===== src/design/pip_pkg.sv =====
`default_nettype none

package pip_pkg;

  localparam int MAX_VERTICES_DEF = 16;
  localparam int COORD_BITS_DEF   = 16;

  // Width of the result stream's data bus: one flag padded to a byte.
  localparam int OUT_BITS = 8;

  // Values of the command field.
  localparam logic CMD_WRITE = 1'b0;
  localparam logic CMD_QUERY = 1'b1;

  // Decoded kind of a queued item.
  typedef enum logic [1:0] {
    OP_WRITE,
    OP_QUERY,
    OP_SKIP
  } op_t;

  typedef enum logic [1:0] {
    ST_IDLE,
    ST_ISSUE,
    ST_DRAIN,
    ST_DONE
  } back_state_t;

endpackage

`default_nettype wire


===== src/design/pip_ram.sv =====
`default_nettype none

module pip_ram #(
  parameter int WIDTH = 32,
  parameter int DEPTH = 16,
  localparam int ADDR_BITS = (DEPTH > 1) ? $clog2(DEPTH) : 1
) (
  input  wire logic                 clk,
  input  wire logic                 wr_en,
  input  wire logic [ADDR_BITS-1:0] wr_addr,
  input  wire logic [WIDTH-1:0]     wr_data,
  input  wire logic                 rd_en,
  input  wire logic [ADDR_BITS-1:0] rd_addr,
  output logic      [WIDTH-1:0]     rd_data
);

  logic [WIDTH-1:0] mem [DEPTH];

  always_ff @(posedge clk) begin
    if (wr_en) begin
      mem[wr_addr] <= wr_data;
    end
    if (rd_en) begin
      rd_data <= mem[rd_addr];
    end
  end

endmodule

`default_nettype wire


===== src/design/pip_back.sv =====
`default_nettype none

module pip_back
  import pip_pkg::*;
#(
  parameter int MAX_VERTICES = MAX_VERTICES_DEF,
  parameter int COORD_BITS   = COORD_BITS_DEF,
  localparam int IDX_BITS = (MAX_VERTICES > 1) ? $clog2(MAX_VERTICES) : 1,
  localparam int CNT_BITS = $clog2(MAX_VERTICES + 1)
) (
  input  wire logic                  clk,
  input  wire logic                  rst,
  input  wire logic [CNT_BITS-1:0]   n_use,
  input  wire logic                  q_valid,
  output logic                       q_ready,
  input  wire op_t                   q_op,
  input  wire logic [IDX_BITS-1:0]   q_index,
  input  wire logic [COORD_BITS-1:0] q_x,
  input  wire logic [COORD_BITS-1:0] q_y,
  output logic                       res_valid,
  input  wire logic                  res_ready,
  output logic                       res_inside
);

  localparam int CB = COORD_BITS;

  back_state_t state, state_next;

  logic                 wr_en;
  logic                 rd_en;
  logic                 start;
  logic                 load_out;
  logic [2*CB-1:0]      rd_data;
  logic [IDX_BITS-1:0]  addr;
  logic [IDX_BITS-1:0]  last_addr;
  logic                 first;
  logic                 issue_last;

  logic signed [CB-1:0] px;
  logic signed [CB-1:0] py;
  logic signed [CB-1:0] xi;
  logic signed [CB-1:0] yi;
  logic signed [CB-1:0] xj;
  logic signed [CB-1:0] yj;
  logic [2*CB-1:0]      vprev;

  logic                 rd_v;
  logic                 rd_first;
  logic                 rd_last;

  logic                 s1_v;
  logic                 s1_last;
  logic                 s1_str;
  logic                 s1_dypos;
  logic signed [CB:0]   s1_dxp;
  logic signed [CB:0]   s1_dy;
  logic signed [CB:0]   s1_dxe;
  logic signed [CB:0]   s1_dyp;

  logic                 s2_v;
  logic                 s2_last;
  logic                 s2_str;
  logic                 s2_dypos;
  logic signed [2*CB+1:0] s2_lhs;
  logic signed [2*CB+1:0] s2_rhs;
  logic                 left;

  logic                 parity;

  pip_ram #(
    .WIDTH (2 * CB),
    .DEPTH (MAX_VERTICES)
  ) u_store (
    .clk     (clk),
    .wr_en   (wr_en),
    .wr_addr (q_index),
    .wr_data ({q_y, q_x}),
    .rd_en   (rd_en),
    .rd_addr (addr),
    .rd_data (rd_data)
  );

  assign last_addr  = IDX_BITS'(n_use - CNT_BITS'(1));
  assign issue_last = !first && (addr == last_addr);

  always_comb begin
    state_next = state;
    q_ready    = 1'b0;
    wr_en      = 1'b0;
    rd_en      = 1'b0;
    start      = 1'b0;
    load_out   = 1'b0;
    unique case (state)
      ST_IDLE: begin
        if (q_valid) begin
          q_ready = 1'b1;
          unique case (q_op)
            OP_WRITE: wr_en = 1'b1;
            OP_QUERY: begin
              start      = 1'b1;
              state_next = (n_use == '0) ? ST_DONE : ST_ISSUE;
            end
            default: ;
          endcase
        end
      end
      ST_ISSUE: begin
        rd_en = 1'b1;
        if (issue_last) begin
          state_next = ST_DRAIN;
        end
      end
      ST_DRAIN: begin
        if (s2_v && s2_last) begin
          state_next = ST_DONE;
        end
      end
      ST_DONE: begin
        if (!res_valid || res_ready) begin
          load_out   = 1'b1;
          state_next = ST_IDLE;
        end
      end
    endcase
  end

  always_ff @(posedge clk) begin
    if (rst) begin
      state <= ST_IDLE;
    end else begin
      state <= state_next;
    end
  end

  // Read order: last vertex first to seed the previous-vertex register, then 0 .. n-1.
  always_ff @(posedge clk) begin
    if (start) begin
      addr  <= last_addr;
      first <= 1'b1;
      px    <= q_x;
      py    <= q_y;
    end else if (rd_en) begin
      first <= 1'b0;
      addr  <= first ? '0 : addr + IDX_BITS'(1);
    end
  end

  assign xi = rd_data[CB-1:0];
  assign yi = rd_data[2*CB-1:CB];
  assign xj = vprev[CB-1:0];
  assign yj = vprev[2*CB-1:CB];

  always_ff @(posedge clk) begin
    if (rst) begin
      rd_v <= 1'b0;
      s1_v <= 1'b0;
      s2_v <= 1'b0;
    end else begin
      rd_v <= rd_en;
      s1_v <= rd_v && !rd_first;
      s2_v <= s1_v;
    end
  end

  always_ff @(posedge clk) begin
    rd_first <= first;
    rd_last  <= rd_en && issue_last;
    if (rd_v) begin
      vprev <= rd_data;
    end
    s1_last  <= rd_last;
    s1_str   <= (yi > py) != (yj > py);
    s1_dypos <= yj > yi;
    s1_dxp   <= $signed({px[CB-1], px}) - $signed({xi[CB-1], xi});
    s1_dy    <= $signed({yj[CB-1], yj}) - $signed({yi[CB-1], yi});
    s1_dxe   <= $signed({xj[CB-1], xj}) - $signed({xi[CB-1], xi});
    s1_dyp   <= $signed({py[CB-1], py}) - $signed({yi[CB-1], yi});
    s2_last  <= s1_last;
    s2_str   <= s1_str;
    s2_dypos <= s1_dypos;
    s2_lhs   <= s1_dxp * s1_dy;
    s2_rhs   <= s1_dxe * s1_dyp;
  end

  // Compare direction flips with the sign of the edge's y difference.
  assign left = s2_dypos ? (s2_lhs < s2_rhs) : (s2_rhs < s2_lhs);

  always_ff @(posedge clk) begin
    if (start) begin
      parity <= 1'b0;
    end else if (s2_v && s2_str && left) begin
      parity <= ~parity;
    end
  end

  always_ff @(posedge clk) begin
    if (rst) begin
      res_valid <= 1'b0;
    end else if (load_out) begin
      res_valid <= 1'b1;
    end else if (res_ready) begin
      res_valid <= 1'b0;
    end
  end

  always_ff @(posedge clk) begin
    if (load_out) begin
      res_inside <= parity;
    end
  end

endmodule

`default_nettype wire


===== config.mk =====
export PLATFORM = sky130hd
export DESIGN_NAME = pip_back
export DESIGN_NICKNAME = d
export VERILOG_FILES = /design/src/design/pip_pkg.sv /design/src/design/pip_ram.sv /design/src/design/pip_back.sv
export SDC_FILE = /design/constraint.sdc
export NUM_CORES = 2
export LEC_CHECK = 0
export BUFFER_PORTS_ARGS = -buffer_cell sky130_fd_sc_hd__buf_4
export CAP_MARGIN = 15
export CORE_MARGIN = 4
export CORE_UTILIZATION = 65
export DETAILED_ROUTE_END_ITERATION = 16
export HOLD_SLACK_MARGIN = 0.06
export PLACE_DENSITY = 0.82
export RECOVER_POWER = 100
export SYNTH_ARGS = -nofsm -noshare
export SYNTH_HDL_FRONTEND = slang
export SYNTH_HIERARCHICAL = 1
export SYNTH_SLANG_ARGS = --single-unit

===== constraint.sdc =====
create_clock -name clk -period 8.3 [get_ports clk]
set_input_delay 0.415 -clock clk [delete_from_list [all_inputs] [get_ports clk]]
set_output_delay 0.415 -clock clk [all_outputs]
set_load 0.005 [all_outputs]

== Yosys cells after proc, flatten, opt, wreduce, memory -nomap -nowiden ==
Memories as Yosys holds them, arrays and structs flattened. A register that Yosys moved wholly into a read port is not among the register bits.
Index checks and enable logic that the tools add are counted.

* Flip-flop bits (word level): 221
* Memories kept: 1
* Logic and storage cells: 94
* Output and inout port bits: 3
* Bits in writable memories: 512
* Input port bits: 47

{| class="wikitable"
|+ Memory list
! memory !! words !! bits a word !! rd ports !! clocked after Yosys merged registers in !! wr ports !! RTL line !! source
|-
| u_store.mem || 16 || 32 || 1 || 1 || 1 || pip_ram.sv:17 || <nowiki>logic [WIDTH-1:0] mem [DEPTH];</nowiki>
|}

* Multipliers: 2
* $lt $le $gt $ge: 5
* Equality and inequality tests: 11
* Multiplexer cells: 26
* $add $sub $neg: 6
* Bitwise gates (word level): 1
* Reductions and logical operators: 16

{| class="wikitable"
|+ Operators by type and width
! kind !! number
|-
| 34-bit less-than comparator || 2
|-
| 17-bit by 17-bit multiplier with 34-bit output || 2
|-
| 16-bit by 16-bit subtractor with 17-bit output || 4
|-
| 16-bit > comparator || 3
|-
| 1-bit two-way mux || 16
|-
| 2-bit two-way mux || 6
|-
| 4-bit two-way mux || 3
|-
| 2-bit != test (second input constant) || 4
|-
| 2-bit case mux with 4 select lines || 1
|-
| 1-bit logical AND || 6
|-
| 5-bit logical NOT || 1
|-
| 5-bit AND reduction || 1
|-
| 4-bit by 1-bit adder with 4-bit output (second input constant) || 1
|-
| 2-bit by 1-bit == test with 1-bit output (second input constant) || 2
|-
| 2-bit == test (second input constant) || 2
|-
| 4-bit == test || 1
|-
| 2-bit logical NOT || 2
|-
| 2-bit nonzero test || 2
|-
| 4-bit by 1-bit subtractor with 4-bit output (second input constant) || 1
|-
| 1-bit logical NOT || 3
|-
| 2-bit by 1-bit != test with 1-bit output (second input constant) || 1
|-
| 1-bit logical OR || 1
|-
| 1-bit != test || 1
|-
| 1-bit inverter || 1
|}

== Logic depth before layout (Yosys ltp) ==
* Depth in word-level cells: 6
* Mapped depth: 24
* Gate-level depth less buffers: 22

== Modules after synthesis ==
The synthesis kept the hierarchy.

{| class="wikitable"
|+ By module, submodules not included
! module !! area each (um^2) !! seq. area each (um^2) !! cells each !! instances
|-
| pip_back || 31881.8 || 5114.9 || 3340 || 1
|-
| pip_ram || 20155.6 || 16335.7 || 838 || 1
|}

== Least setup slack after synthesis ==
OpenSTA, ideal clock, no wires.

* Path type: register to register
* Start point: reg s1_dxp[16]
* End point: reg s2_lhs[33]
* Path slack: 2.405 ns
* Cell stages (with the launch flop): 21
* Setup time: 0.072 ns
* Period minus slack after synthesis: 5.895 ns
* Arrival time: 5.823 ns
* Data required time: 8.228 ns
* Buffers on the path: 1
* Cell sequence: dfxtp_1 > clkbuf_1 > nand2_1 > inv_1 > fa_1 > fa_1 > fa_1 > fa_1 > fa_1 > inv_1 > fa_1 > inv_1 > ha_1 > nand2_1 > o221ai_1 > a211oi_1 > nand3b_1 > o21ai_1 > o311ai_0 > a21oi_1 > xnor2_1

* Longest elaborated chain between the ends: 1

{| class="wikitable"
|+ Ends and longest elaborated chain
! what !! RTL line !! source
|-
| start, declared || pip_back.sv:55 || <nowiki>logic signed [CB:0] s1_dxp;</nowiki>
|-
| start signal, assigned || pip_back.sv:174 || <nowiki>s1_dxp <= $signed({px[CB-1], px}) - $signed({xi[CB-1], xi});</nowiki>
|-
| 17-bit by 17-bit multiplier with 34-bit output || pip_back.sv:181 || <nowiki>s2_lhs <= s1_dxp * s1_dy;</nowiki>
|-
| end signal, assigned || pip_back.sv:181 ||
|-
| end, declared || pip_back.sv:64 || <nowiki>logic signed [2*CB+1:0] s2_lhs;</nowiki>
|}

Every way passes these cells.
A chain may end at the register's enable or synchronous reset.

== Final worst setup path ==
Same ends and word-level chain as after synthesis.

==> qor.yml <==
setup-violations-final: 0
sum_of_net_half_perimeters_after_detailed_placement_um: 82700
timing_worst_setup_path_type: "register to register"
synth_top_area_share_pct: 35.4
area.sequential_um2: 21500
r2r-end: "s2_lhs[33]"
largest_net_degree_at_the_start_of_global_routing: 132
finalCritPeriodShare_pct: 83.0
setup_tns_ns: 0
h-tree-depth: 3
final.min_clock_period_ns: 6.89
synthMostInstantiatedCell: "inv_1"
synthesis.area_um2: 52000
syn_to_final_growth_pct: 7.09
number_of_instances_in_the_synthesized_netlist: 4178
synth_xor_xnor_area_share_pct: 1.87
routedWlPerCell_um: 22.9
fmax_mhz: 145
synth_fa_ha_area_share_pct: 30.0
vias: 32000
simple_gate_share_of_the_synthesized_area_pct: 9.59
endpoint: "s2_lhs[33]"
report.final.slew_viol_count: 650
startpoint: "s1_dxp[16]"
ctsLongestPathBuffers: 3
first_global_vias: 34000
route.detailed.vias_per_inst: 6.01
cts.sinks: 765
synth_edf_count: 613
drt_pre_antenna_iters: 6
r2r_cells: 19
worst_skew_pair.late_latency_ns: 0.64
violations: "capacitance limit, slew limit"
die_height_um: 291
postRouteAntennaNets: 0
cp.required_ns: 8.84
rows: 103
ioPinCount: 50
numPortBuffers: 49
clock_tree_from_tritoncts: "built"
synth_fp_nets: 5114
result_of_the_run: "complete, but fails checks"
worstPathMaxFanout: 17
rsz0062_at_grt: "false"
reg2reg_setup_slack_ns: 1.41
synth.area.mux_share_pct: 5.62
synth_top_cells_by_area: "edfxtp_1 (35%), fa_1 (23%), ha_1 (7.0%)"
tritoncts.num_buffers: 75
final.setup_skew_ns: 0.0354
synth-warning-count: 6
start_kind: "register"
cts_root_buffer: "clkbuf_16"
finalNetCount: 5145
post_synth_num_cell_types: 82
ys_ff_latch: 765
arrival_time_worst_endpoint_ns: 7.43
groute.usage.overall_pct: 29.4
initial_utilization_pct: 65.8
drt-total-wl_um: 122000
asyncSetResetFlopFracSynth_pct: 0
drt-initial-drc-count: 2978
drcViolationCount: 0
synthesis.area_per_instance_um2: 12.5
grt_antenna_before_repair: 1
multi_input_area_um2: 27200
synth_sequential_area_ratio_pct: 41.2
post-synth-top-area-cell: "edfxtp_1"
final_layout_size_suffix_gt1_share_pct: 6.70
postCtsResizedCells: 0
globalRoute.totalOverflow: 0
count_of_maximum_capacitance_violations: 21
holdCritPathClass: "input pin to register"
fp.dieW_um: 291
num-fill-cells: 5334
synth.top_cells.by_count: "inv_1 (758), edfxtp_1 (613), fa_1 (596), nand2_1 (351), and2_1 (300)"
place_congestion: 0.899
synth_compound_area_share_pct: 5.26
path_clk_slew_ns: 0.06
die_area_um2: 84600
relative_max_transition_margin_pct: -150
timing.critical_path.to_type: "register"
most_used_flip_flop_cell_after_synthesis: "edfxtp_1"
critical_path.reg2reg.startpoint: "s1_dxp[16]"
floorplan.core_area_um2: 79100
report.final.hold_viol_count: 0
tightestPinTransition_ns: 3.75
wire_length_of_the_first_global_routing_pass_um: 192000
main_combinational_cell_family_by_area_after_synthesis: "adder cells"
-- cell usage in the layout, fill, tap and decap left out, types with 19 or more instances in the layout --
master | netlist | final
nand3_1 | 37 | 37
o21a_1 | 22 | 22
nand4_1 | 24 | 24
nand2_1 | 351 | 351
o21ai_0 | 57 | 63
buf_4 | 9 | 21
a22oi_1 | 64 | 64
nor3_1 | 43 | 43
a21o_1 | 37 | 37
nor2_1 | 130 | 123
inv_1 | 758 | 758
fa_1 | 596 | 596
edfxtp_1 | 613 | 613
xor2_1 | 26 | 26
xnor2_1 | 85 | 85
dfxtp_1 | 152 | 152
and2_1 | 300 | 286
mux4_2 | 128 | 128
ha_1 | 293 | 293
nand2b_1 | 19 | 19
nor2b_1 | 29 | 27
clkbuf_16 | 0 | 76
a21oi_1 | 93 | 94
clkbuf_1 | 96 | 71
-- per-stage QoR --
step                hold WS [ns]  std cells  worst slack [ns]  util (%)  area, µm²
CTS                       0.0628       5317              1.64      70.8      56000
detailed placement         0.312       5179              1.73      67.7      53600
floorplan                  0.310       4178              2.40         -      52000
global placement           0.310       5179              1.95      67.7      53600
finish                     0.151       5319              1.41      70.4      55700
global route               0.136       5317              1.14      70.4      55700
-- registers in the layout (all words and copies together), names as in the netlist, 2 cells and up --
register         flops
addr                 4
s2_rhs              34
u_store/mem        512
s1_dyp              17
s1_dxp              17
px                  16
vprev               32
state                2
py                  16
u_store/rd_data     32
s2_lhs              34
s1_dy               17
s1_dxe              17
-- kinds of logic (layout without fill, tap and decap cells) --
logic type	Yosys count	after routing
simple gates	1000	1000
fa+ha+maj	889	889
buf+inv	885	974
flops	765	765
compound gates	396	396
mux	132	132
xor+xnor	111	111
other cells	0	2
-- area by class of cell --
cell class	instances	share of cell area, %
antenna	2	0.00898
tap	1050	2.36
clock inverter	34	0.678
timing repair buffer	80	0.786
inverter	759	5.11
sequential	765	38.5
clock buffer	101	3.69
multi-input combinational	2528	48.9
-- critical path, stage by stage (launching register included) --
cell	delay [ns]
dfxtp_1	0.73
nand2_1	0.19
inv_1	0.17
fa_1	0.56
fa_1	0.93
fa_1	0.53
fa_1	0.50
fa_1	0.51
inv_1	0.06
fa_1	0.47
inv_1	0.05
ha_1	0.34
nand2_1	0.17
o221ai_1	0.14
a211oi_1	0.30
nand3b_1	0.11
o21ai_0	0.45
o311ai_0	0.25
a21oi_1	0.21
xnor2_1	0.13
-- how the worst min path moves through the flow --
stage | startpoint | end | slack [ns] | cells past startpoint
3_3_place_gp | s1_dypos | s2_dypos | 0.31 | 0
2_1_floorplan | rd_last | s1_last | 0.31 | 0
3_5_place_dp | rd_last | s1_last | 0.31 | 0
5_1_grt | n_use[0] | addr[0] | 0.14 | 2
6_report | n_use[0] | addr[0] | 0.15 | 2
4_1_cts | q_x[15] | u_store/mem[6][15] | 0.06 | 1
-- repair_timing --
action,4_1_cts,5_1_grt
endpoints found under the hold margin,30,0
setup buffers,0,0
hold buffers,3,0
-- layer usage --
| layer | up-vias | track usage (%) | routed length, µm | share of wire, % |
|---|---|---|---|---|
| li1 | 13900 | - | - | - |
| met1 | 16300 | 37.5 | 45100 | 37 |
| met2 | 1404 | 50.9 | 62200 | 51 |
| met3 | 306 | 4.40 | 8720 | 7.2 |
| met4 | 2 | 12.1 | 5740 | 4.7 |
| met5 | - | 0 | 13 | 0.011 |
Power is left out: the tool's default activity adds up to more than one toggle a clock period on the data nets, which glitch-free logic cannot reach.
